==> src/rtl/arsp_pkg.sv <==
package arsp_pkg;

  localparam int CaptureDepth = 262144;
  localparam int MeterSteps = 16;
  localparam int SampleBits = 24;
  localparam logic [63:0] TenthPowQ32 = 64'd270994116;

  typedef enum logic [2:0] {
    OP_SAMPLE = 3'd0,
    OP_ENTER = 3'd1,
    OP_KEY = 3'd2,
    OP_CANCEL = 3'd3,
    OP_COMMIT = 3'd4,
    OP_READ = 3'd5
  } op_t;

  typedef enum logic [2:0] {
    M_IDLE = 3'd0,
    M_STANDBY = 3'd1,
    M_ARMED = 3'd2,
    M_REC = 3'd3,
    M_REVIEW = 3'd4,
    M_DONE = 3'd5
  } mode_t;

  typedef enum logic [2:0] {
    R_INPUT_GAIN = 3'd0,
    R_TRIGGER = 3'd1,
    R_AUTO = 3'd2,
    R_RELEASE = 3'd3,
    R_CAPACITY = 3'd4,
    R_STEREO = 3'd5,
    R_SLOTS = 3'd6
  } reg_t;

  typedef enum logic [2:0] {
    S_IDLE,
    S_GAIN,
    S_EXEC,
    S_DIV,
    S_PROG,
    S_READ,
    S_SCALE,
    S_OUT
  } state_t;

  // Threshold r^(j+1) in Q0.32, where r is the largest ratio whose MeterSteps-th
  // power stays at or below -24 dB. Only evaluated at elaboration.
  function automatic logic [31:0] meter_thr(input int j);
    logic [63:0] lo, hi, mid, p, t;
    begin
      lo = '0;
      hi = 64'hFFFF_FFFF;
      while (lo < hi) begin
        mid = lo + ((hi - lo + 64'd1) >> 1);
        p = mid;
        for (int i = 1; i < MeterSteps; i++) p = (p * mid) >> 32;
        if (p <= TenthPowQ32) lo = mid;
        else hi = mid - 64'd1;
      end
      t = lo;
      for (int i = 0; i < j; i++) t = (t * lo) >> 32;
      return t[31:0];
    end
  endfunction

endpackage

==> src/rtl/arsp_div.sv <==
module arsp_div import arsp_pkg::*; #(
  parameter int SB = SampleBits
) (
  input  logic          clk,
  input  logic          rst,
  input  logic          start,
  input  logic [SB-2:0] peak,
  output logic          busy,
  output logic [31:0]   quot
);

  localparam int NW = SB + 24;
  localparam int CW = $clog2(NW + 1);

  logic [NW-1:0] num;
  logic [SB:0] rem;
  logic [NW-1:0] q;
  logic [CW-1:0] cnt;
  logic [SB:0] trial;

  assign trial = {rem[SB-1:0], num[NW-1]};

  always_ff @(posedge clk) begin
    if (rst) begin
      busy <= 1'b0;
      cnt <= '0;
    end else if (start) begin
      busy <= 1'b1;
      cnt <= CW'(NW);
      num <= (NW'(1) << (SB + 23)) + NW'(peak >> 1);
      rem <= '0;
      q <= '0;
    end else if (busy) begin
      num <= num << 1;
      if (trial >= (SB+1)'(peak)) begin
        rem <= trial - (SB+1)'(peak);
        q <= {q[NW-2:0], 1'b1};
      end else begin
        rem <= trial;
        q <= {q[NW-2:0], 1'b0};
      end
      cnt <= cnt - 1'b1;
      if (cnt == CW'(1)) begin
        busy <= 1'b0;
      end
    end
  end

  assign quot = (q >> 32) != '0 ? 32'hFFFFFFFF : q[31:0];

endmodule

==> config.mk <==
export PLATFORM = sky130hd
export DESIGN_NAME = arsp_div
export DESIGN_NICKNAME = d
export VERILOG_FILES = /design/src/rtl/arsp_pkg.sv /design/src/rtl/arsp_div.sv
export SDC_FILE = /design/constraint.sdc
export NUM_CORES = 1
export LEC_CHECK = 0
export BUFFER_PORTS_ARGS = -buffer_cell sky130_fd_sc_hd__buf_2
export CORE_UTILIZATION = 54
export DETAILED_ROUTE_END_ITERATION = 16
export PLACE_DENSITY_LB_ADDON = 0.12
export SLEW_MARGIN = 20
export SYNTH_ARGS = -nofsm -noshare
export SYNTH_HDL_FRONTEND = slang
export SYNTH_SLANG_ARGS = --single-unit
==> constraint.sdc <==
create_clock -name clk -period 6.6 [get_ports clk]
set_input_delay 0.66 -clock clk [delete_from_list [all_inputs] [get_ports clk]]
set_output_delay 0.66 -clock clk [all_outputs]
set_load 0.02 [all_outputs]
==> results of run 1 <==
[layout by cell type (no fill, tap or decap), drive strengths merged, types with 3 or more instances in the layout]
cell type and instances:
nor2b 78, nor2 27, and2 3, xnor2 9, nand2b 7, clkinvlp 3
a21o 6, dfxtp 7, edfxtp 120, inv 33, xor2 8, nand3 13
a211oi 9, nand2 45, ha 25, nand4 7, buf 61, a2111oi 3
clkinv 6, a21oi 41, o21ai 22, mux2 23, nor3 8, o2111ai 5
o211ai 4, nor4 6, clkbuf 18, or2 35
[final cells by class]
| type | count | area (um^2) | share of cell area (%) |
|---|---|---|---|
| clock buffers | 18 | 429 | 5.51 |
| flip-flops and latches | 127 | 3740 | 48.0 |
| multi-input cells | 414 | 2840 | 36.5 |
| inverters | 30 | 113 | 1.44 |
| clock inverters | 14 | 140 | 1.80 |
| repair buffers | 61 | 315 | 4.05 |
| well taps | 168 | 210 | 2.70 |
[layer usage]
layer / routed length, um / vias to the layer above / GRT usage [%] / part of all wire [%]
met5: 0 / - / 0 / 0
met4: 107 / 0 / 6.41 / 0.79
met3: 647 / 8 / 5.59 / 4.8
met2: 5990 / 120 / 31.5 / 44
met1: 6800 / 2214 / 33.5 / 50
li1: - / 2264 / - / -
[cell families after synthesis]
group / count (synthesis) / share of synthesized area [%]
flip-flops: 127 / 54.4
adder cells (fa/ha/maj): 26 / 4.83
multiplexers: 25 / 4.05
AO/OA/AOI/OAI: 108 / 11.1
AND/OR/NAND/NOR: 238 / 19.1
buffers and inverters: 61 / 4.49
XOR/XNOR: 17 / 2.16
[stage by stage]
step	std cells	worst slack (ns)	instance area [um^2]	hold slack [ns]
6_report	832	3.21	7790	0.502
5_1_grt	832	2.97	7790	0.535
4_1_cts	832	3.08	7790	0.502
3_5_place_dp	800	2.71	7220	0.493
3_3_place_gp	800	2.86	7220	0.483
2_1_floorplan	602	0.0201	6890	0.469
[worst reg2reg max path, cell delays in order, from the launching register on]
cell	delay, ns
edfxtp_1	0.39
ha_1	0.55
nand2_1	0.17
o21ai_4	0.30
o21ai_0	0.17
a31oi_2	0.23
or2_2	0.55
o211ai_1	0.19
mux2_1	0.34
[report_power, final]
| group | leakage, uW | internal [uW] | switching, uW |
|---|---|---|---|
| Clock | 0.000272 | 555 | 354 |
| Combinational | 0.00138 | 142 | 218 |
| Sequential | 0.00123 | 955 | 24.8 |
| Total | 0.00288 | 1650 | 596 |
[final timing paths]
path,startpoint,endpoint,slack (ns),cells past startpoint
worst max-delay path,q[42]$_SDFFCE_PP0P_,quot[1],3.21,4
worst min-delay path,cnt[1]$_SDFFE_PP0P_,cnt[1]$_SDFFE_PP0P_,0.50,2
worst max register to register,rem[15]$_SDFFCE_PP0P_,rem[23]$_SDFFCE_PP0P_,3.46,8
worst min register to register,cnt[1]$_SDFFE_PP0P_,cnt[1]$_SDFFE_PP0P_,0.50,2
[sequential cells by signal (all words and copies together), names as in the netlist]
signal,count
num,48
busy,1
rem,24
cnt,6
q,48
==> results.py, run 1 <==
metrics = {
    "run_status": {
        "status": "complete, no violations",
    },
    "global_route": {
        "grt_overflow": 0,
        "grt_max_degree": 82,
        "track_usage_pct": 22.2,
        "antenna_found_initial": 0,
        "grt_first_pass_wirelength_um": 22300,
        "grt_pass1_vias": 4364,
    },
    "worst_setup_path": {
        "crit_path_end_kind": "primary output",
        "path_cells": "nor4_1, nand4_1, or2_2, buf_2",
        "crit_arrival_ns": 2.73,
        "cp_top_family": "simple AND/OR/NAND/NOR gates",
        "startpoint_type": "flip-flop",
        "critPathMaxFanout": 32,
        "crit_path_max_incr_delay_ns": 0.81,
        "cp_slowest_cell": "nand4_1",
        "crit_required_ns": 5.94,
        "critical_path_class": "reg -> out",
        "critical_path_buf_inv_count": 1,
    },
    "drt": {
        "dr.pass1.iters": 5,
        "drt_iter0_drc": 432,
        "drc": 0,
        "viasPerCell": 5.54,
        "routed_wl_um": 13500,
        "wl_per_cell_um": 16.3,
        "dr_total_vias": 4606,
        "antenna_left": 0,
    },
    "sta": {
        "hold_viol": 0,
        "min_period_over_period_pct": 51.4,
        "rsz0062_at_grt": "false",
        "setup_violations": 0,
        "finalSetupTns_ns": 0,
        "slew_violations": 0,
        "tightest_slew_ns": 1.02,
        "clock.fmax_mhz": 295,
        "fin_crit_ns": 3.39,
        "slew_headroom_pct": 32.0,
        "clock_skew_ns": 0.0136,
    },
    "clock_tree": {
        "htree_levels": 4,
        "cts_sinks": 127,
        "clock-root-buffer": "clkbuf_16",
        "cts_resized": 0,
        "clockBufferDepth": 2,
        "postCtsSetupBuffers": 0,
        "cts_buffers": 17,
        "cts_tree": "yes",
        "clk_pin_slew_ns": 0.05,
        "cts_hold_buffers": 0,
        "insertion_delay_ns": 0.41,
    },
    "layout": {
        "drive_above_1_share_pct": 25.0,
        "nFillCells": 1013,
        "utilization_pct": 63.8,
        "diodes": 0,
        "syn_to_final_growth_pct": 13.2,
        "final_net_count": 703,
    },
    "floorplan": {
        "die_x_um": 115,
        "initial_core_util_pct": 56.4,
        "coreArea_um2": 12200,
        "fp-row-count": 40,
        "pin_count": 59,
        "die_h_um": 115,
        "die-area_um2": 13200,
    },
    "synth": {
        "yosys_warnings": 0,
        "synthTopCellsByCount": "120 x edfxtp_1, 77 x nor2b_1, 45 x nand2_1",
        "synth_cell_type_count": 63,
        "synth.avg_cell_area_um2": 11.4,
        "synthArstFlopShare_pct": 0,
        "ys_ff_latch": 127,
        "yosysTopAreaCell": "edfxtp_1",
        "synth_flop_cell": "edfxtp_1",
        "syn_inst": 602,
        "synthDominantCellAreaShare_pct": 52.3,
        "seq_area_frac_synth_pct": 54.4,
        "synth_edf_count": 120,
        "ys_top_cells_by_area": "edfxtp_1 52%, nor2b_1 7.0%, ha_1 4.5%",
        "yosysMostFrequentCell": "edfxtp_1",
        "synth_nets": 654,
        "synth_area_um2": 6890,
    },
    "pwr": {
        "ir_drop_v": 0.000181,
        "power_per_cell_area_nw_per_um2": 289,
        "power.leakage_uw": 0.00288,
        "power.total_uw": 2250,
    },
    "place": {
        "hpwl_um": 8750,
        "port_buffers": 58,
        "place.gp.congestion": 0.867,
    },
    "hold_path": {
        "hold_path_class": "reg -> reg",
    },
    "job": {
        "maxCapViolations": 0,
    },
}
No activity file was read; power rests on OpenSTA's default activity.
==> run 2, diff against run 1 <==
==> constraint.sdc (replaced) <==
create_clock -name clk -period 3 [get_ports clk]
set_input_delay 0.3 -clock clk [delete_from_list [all_inputs] [get_ports clk]]
set_output_delay 0.3 -clock clk [all_outputs]
set_load 0.02 [all_outputs]
==> run 2 against run 1 <==
Register-to-register slack worse by 3.3 ns. Critical path depth up 4. Die area stayed put. Utilization rose by 0.23 points. Combinational power is 130% higher. Sequential share of layout area decreased by 0.17 points. Design area is 0.35% higher. Sequential power up 120%. Non-clock buffer count rose by 9. Via count grew 0.24%. Worst setup slack worse by 3.1 ns. Critical path type is now reg -> reg. Largest cell class unchanged.
==> results.py, run 2 (same netlist as run 1, synthesis figures left out) <==
metrics = {
    "run_status": {
        "status": "complete, no violations",
    },
    "layout": {
        "mostFrequentLayoutCells": "120 x edfxtp_1, 77 x nor2b_1, 57 x buf_2, 45 x nand2_1, 39 x a21oi_1",
        "final_net_count": 712,
        "top_regs": "num: 48 flops, q: 48 flops, rem: 24 flops",
        "layout_commonest_cell": "edfxtp_1",
        "fin_cells": 840,
        "diodes": 0,
        "drive_above_1_share_pct": 26.2,
        "syn_to_final_growth_pct": 13.6,
    },
    "drt": {
        "antenna_left": 0,
        "wl_met2_um": 6120,
        "dr_total_vias": 4617,
        "drc": 0,
        "drt_iter0_drc": 352,
        "wl_per_cell_um": 15.8,
        "viasPerCell": 5.50,
        "wl_met1_um": 6440,
        "dr.pass1.iters": 5,
        "dr.max_layer_used": "met4",
        "route.met3.wl_um": 544,
        "routed_wl_um": 13300,
    },
    "sta": {
        "fin_crit_ns": 2.88,
        "hold_viol": 0,
        "slew_violations": 0,
        "slew_headroom_pct": 54.3,
        "fin_hold_ws_ns": 0.170,
        "setup_violations": 0,
        "clock.fmax_mhz": 347,
        "tightest_slew_ns": 0.685,
        "clock_skew_ns": 0.00664,
        "min_period_over_period_pct": 96.0,
    },
    "floorplan": {
        "pin_count": 59,
        "coreArea_um2": 12200,
        "die-area_um2": 13200,
        "die_h_um": 115,
        "fp-row-count": 40,
        "die_x_um": 115,
        "initial_core_util_pct": 56.4,
    },
    "clock_tree": {
        "htree_levels": 4,
        "clock-root-buffer": "clkbuf_16",
        "postCtsSetupBuffers": 0,
        "cts_hold_buffers": 0,
        "clockBufferDepth": 2,
        "cts_tree": "yes",
        "clk_pin_slew_ns": 0.05,
        "cts_buffers": 17,
        "insertion_delay_ns": 0.42,
        "cts_resized": 0,
        "cts_sinks": 127,
    },
    "worst_setup_path": {
        "crit_path_end_kind": "flip-flop",
        "startpoint_type": "flip-flop",
        "critPathMaxFanout": 7,
        "crit_required_ns": 3.16,
        "crit_arrival_ns": 3.05,
        "critical_path_class": "reg -> reg",
    },
    "global_route": {
        "grt_max_degree": 122,
        "antenna_found_initial": 0,
        "track_usage_pct": 22.1,
        "grt_overflow": 0,
        "grt_pass1_vias": 4448,
        "grt_first_pass_wirelength_um": 22100,
    },
    "pwr": {
        "power.total_uw": 4750,
        "ir_drop_v": 0.000397,
        "power_per_cell_area_nw_per_um2": 607,
        "power.leakage_uw": 0.00289,
    },
    "place": {
        "dp_cells": 809,
        "port_buffers": 58,
        "place.gp.congestion": 0.893,
        "hpwl_um": 9070,
    },
    "job": {
        "maxCapViolations": 0,
    },
    "hold_path": {
        "hold_path_class": "in -> reg",
    },
}
[run 2: cell count changes in the layout (fill, tap and decap cells not counted), sizes merged]
cell	delta
buf	+9
bufinv	-2
inv	-2
clkbuf	+1
clkinv	+1
clkinvlp	+1
[run 2: per-stage QoR]
| step | area, um^2 | utilization (%) | setup TNS, ns | setup slack, ns |
|---|---|---|---|---|
| 2_1_floorplan | 6900 | - | 0 | 0.145 |
| 3_3_place_gp | 7300 | 59.8 | 0 | 0.0669 |
| 3_5_place_dp | 7300 | 59.8 | 0 | 0.0865 |
| 4_1_cts | 7810 | 64.0 | 0 | 0.0850 |
| 5_1_grt | 7820 | 64.0 | -0.000900 | -0.000900 |
| 6_report | 7820 | 64.0 | 0 | 0.119 |
[run 2: path summary, 6_finish.rpt]
kind	startpoint	end	slack [ns]	cells past startpoint
min	rst	cnt[4]$_SDFFE_PP0N_	0.17	2
max	rem[2]$_SDFFCE_PP0P_	rem[23]$_SDFFCE_PP0P_	0.12	8
min reg2reg	cnt[1]$_SDFFE_PP0P_	cnt[1]$_SDFFE_PP0P_	0.52	2
max reg2reg	rem[2]$_SDFFCE_PP0P_	rem[23]$_SDFFCE_PP0P_	0.12	8
[run 2: worst max-delay path: stages, from the launching register on]
cell and delay, ns:
edfxtp_1 0.42, ha_1 0.36, nand3_1 0.16, o21ba_2 0.19, o21ai_0 0.46, a31oi_2 0.20
or2_1 0.35, o211ai_1 0.15, mux2_1 0.33
[run 2: power breakdown]
part | internal, uW | switching (uW) | leakage, uW
Sequential | 2100 | 54.5 | 0.00123
Combinational | 333 | 484 | 0.00142
Clock | 1040 | 741 | 0.000242
Total | 3470 | 1280 | 0.00289
[run 2: layer usage]
metal | track usage (%) | vias to the layer above
met2 | 33.5 | 96
met4 | 7.62 | 0
met3 | 5.85 | 18
met5 | 0 | -
li1 | - | 2280
met1 | 30.9 | 2223
[run 2: final cells by class]
class                           count  area [um^2]
Clock inverter                     12         72.6
Multi-Input combinational cell    414         2850
Tap cell                          168          210
Fill cell                         989         4390
Sequential cell                   127         3740
Clock buffer                       19          433
Timing Repair Buffer               70          395
Inverter                           30          113
==> run 3, diff against run 2 <==
==> constraint.sdc (replaced) <==
create_clock -name clk -period 3 [get_ports clk]
set_input_delay 0 -clock clk [delete_from_list [all_inputs] [get_ports clk]]
set_output_delay 0 -clock clk [all_outputs]
set_load 0.02 [all_outputs]
==> run 3 against run 2 <==
Utilization rose by 2.1 points. Worst setup slack improved by 0.066 ns. Sequential cell count stayed put. Power up 2.7%. Clock skew fell by 0.0014 ns. Via count up 3.1%. Largest power group unchanged.
==> results.py, run 3 (same netlist as run 1, synthesis figures left out) <==
metrics = {
    "run_status": {
        "status": "complete, no violations",
    },
    "drt": {
        "antenna_left": 0,
        "routed_wl_um": 13900,
        "viasPerCell": 5.51,
        "dr_total_vias": 4758,
        "drt_iter0_drc": 374,
        "dr.pass1.iters": 7,
        "wl_per_cell_um": 16.1,
        "drc": 0,
    },
    "global_route": {
        "grt_max_degree": 122,
        "grt_first_pass_wirelength_um": 22500,
        "track_usage_pct": 22.6,
        "antenna_found_initial": 0,
        "grt_pass1_vias": 4589,
        "grt_overflow": 0,
    },
    "layout": {
        "drive_above_1_share_pct": 25.3,
        "fin_cells": 863,
        "diodes": 0,
        "final_net_count": 735,
        "layout_commonest_cell": "edfxtp_1",
        "syn_to_final_growth_pct": 17.2,
        "top_regs": "num: 48 flops, q: 48 flops, rem: 24 flops",
        "mostFrequentLayoutCells": "120 x edfxtp_1, 77 x nor2b_1, 57 x buf_2, 45 x nand2_1, 39 x a21oi_1",
        "nFillCells": 977,
    },
    "worst_setup_path": {
        "rr_worst_depth": 8,
        "r2r_slack_ns": 0.18,
        "crit_required_ns": 3.17,
        "startpoint_type": "flip-flop",
        "crit_arrival_ns": 2.98,
        "critical_path_class": "reg -> reg",
        "crit_path_end_kind": "flip-flop",
        "timing.rr.end": "rem[23]$_SDFFCE_PP0P_",
        "worstReg2RegStart": "rem[14]$_SDFFCE_PP0P_",
        "critPathMaxFanout": 10,
    },
    "sta": {
        "clock.fmax_mhz": 355,
        "slew_violations": 0,
        "rsz0062_at_grt": "false",
        "finalSetupTns_ns": 0,
        "setup_violations": 0,
        "fin_hold_ws_ns": 0.0156,
        "clock_skew_ns": 0.00528,
        "slew_headroom_pct": 49.3,
        "hold_viol": 0,
        "min_period_over_period_pct": 93.9,
        "tightest_slew_ns": 0.753,
        "fin_crit_ns": 2.82,
    },
    "floorplan": {
        "die-area_um2": 13200,
        "initial_core_util_pct": 56.4,
        "die_h_um": 115,
        "fp-row-count": 40,
        "pin_count": 59,
        "die_x_um": 115,
        "coreArea_um2": 12200,
    },
    "pwr": {
        "power_per_cell_area_nw_per_um2": 604,
        "ir_drop_v": 0.000401,
        "power.leakage_uw": 0.00300,
    },
    "clock_tree": {
        "clockBufferDepth": 2,
        "cts_buffers": 17,
        "cts_tree": "yes",
        "clock-root-buffer": "clkbuf_16",
        "htree_levels": 4,
        "cts_sinks": 127,
        "clk_pin_slew_ns": 0.06,
        "insertion_delay_ns": 0.42,
    },
    "place": {
        "place.gp.congestion": 0.899,
        "dp_cells": 810,
        "port_buffers": 58,
        "hpwl_um": 8900,
    },
    "hold_path": {
        "hold_path_class": "in -> reg",
        "holdCritStartpoint": "peak[1]",
        "min_delay_path_depth": 3,
        "hold-path-endpoint": "num[0]$_SDFFCE_PN0P_",
    },
    "job": {
        "maxCapViolations": 0,
    },
}
-- run 3: cell types whose count changed in the layout (fill, tap and decap cells not counted) --
cell | previous run | this run
clkinv_1 | 1 | 3
bufinv_16 | 0 | 1
buf_4 | 12 | 13
inv_6 | 1 | 0
dlygate4sd3_1 | 0 | 22
clkbuf_1 | 2 | 1
clkinv_2 | 6 | 4
o21ai_0 | 18 | 17
o21ai_1 | 3 | 4
clkinv_4 | 0 | 1
-- run 3: worst max-delay path by stage --
stage / to / startpoint / slack [ns] / depth (start not counted)
after floorplan: num[0]$_SDFFCE_PN0P_ / busy$_SDFF_PP0_ / 0.15 / 2
after global placement: rem[23]$_SDFFCE_PP0P_ / rem[12]$_SDFFCE_PP0P_ / 0.20 / 8
after detailed placement: rem[23]$_SDFFCE_PP0P_ / rem[12]$_SDFFCE_PP0P_ / 0.14 / 8
after CTS: rem[23]$_SDFFCE_PP0P_ / rem[12]$_SDFFCE_PP0P_ / 0.12 / 8
after global routing: rem[22]$_SDFFCE_PP0P_ / rem[14]$_SDFFCE_PP0P_ / 0.03 / 8
final: rem[23]$_SDFFCE_PP0P_ / rem[14]$_SDFFCE_PP0P_ / 0.18 / 8
-- run 3: layout make-up --
| class | instances | area [um^2] | area share, % |
|---|---|---|---|
| inverters | 30 | 113 | 1.39 |
| clock buffers | 18 | 429 | 5.32 |
| repair buffers | 93 | 623 | 7.72 |
| well taps | 168 | 210 | 2.60 |
| multi-input cells | 414 | 2850 | 35.4 |
| clock inverters | 13 | 100 | 1.24 |
| flip-flops and latches | 127 | 3740 | 46.4 |
-- run 3: power by group --
group          switching, uW  internal (uW)  leakage, uW  total [uW]
logic                    494            355      0.00152         849
clock network            759           1120     0.000250        1870
registers               53.8           2100      0.00123        2160
-- run 3: per-stage QoR --
| stage | power [uW] | instance area [um^2] | util, % | setup slack [ns] |
|---|---|---|---|---|
| after global placement | 2990 | 7310 | 59.9 | 0.205 |
| final | 4880 | 8070 | 66.1 | 0.184 |
| after global routing | 5080 | 8070 | 66.1 | 0.0304 |
| after detailed placement | 3000 | 7310 | 59.9 | 0.142 |
| after CTS | 4900 | 8060 | 66.0 | 0.118 |
| after floorplan | 2820 | 6900 | - | 0.151 |
-- run 3: worst max-delay path, cell delays in order (launching register included) --
cell and delay [ns]:
edfxtp_1 0.40, ha_1 0.54, nand2_1 0.16, o21ai_4 0.28, o21ai_0 0.16, a31oi_2 0.23
or2_1 0.30, o211ai_1 0.15, mux2_1 0.33
-- run 3: timing repair --
action	4_1_cts	5_1_grt
endpoints found under the setup margin	0	20
setup buffers	0	0
hold buffers	22	0
gates resized for setup	0	4
endpoints found under the hold margin	27	0
-- run 3: per-layer routing --
metal	vias to the layer above	part of all wire (%)	GRT usage, %
met2	129	44	32.5
met3	29	4.8	6.27
met5	-	0	0
li1	2318	-	-
met1	2282	49	31.8
met4	0	2.3	10.5
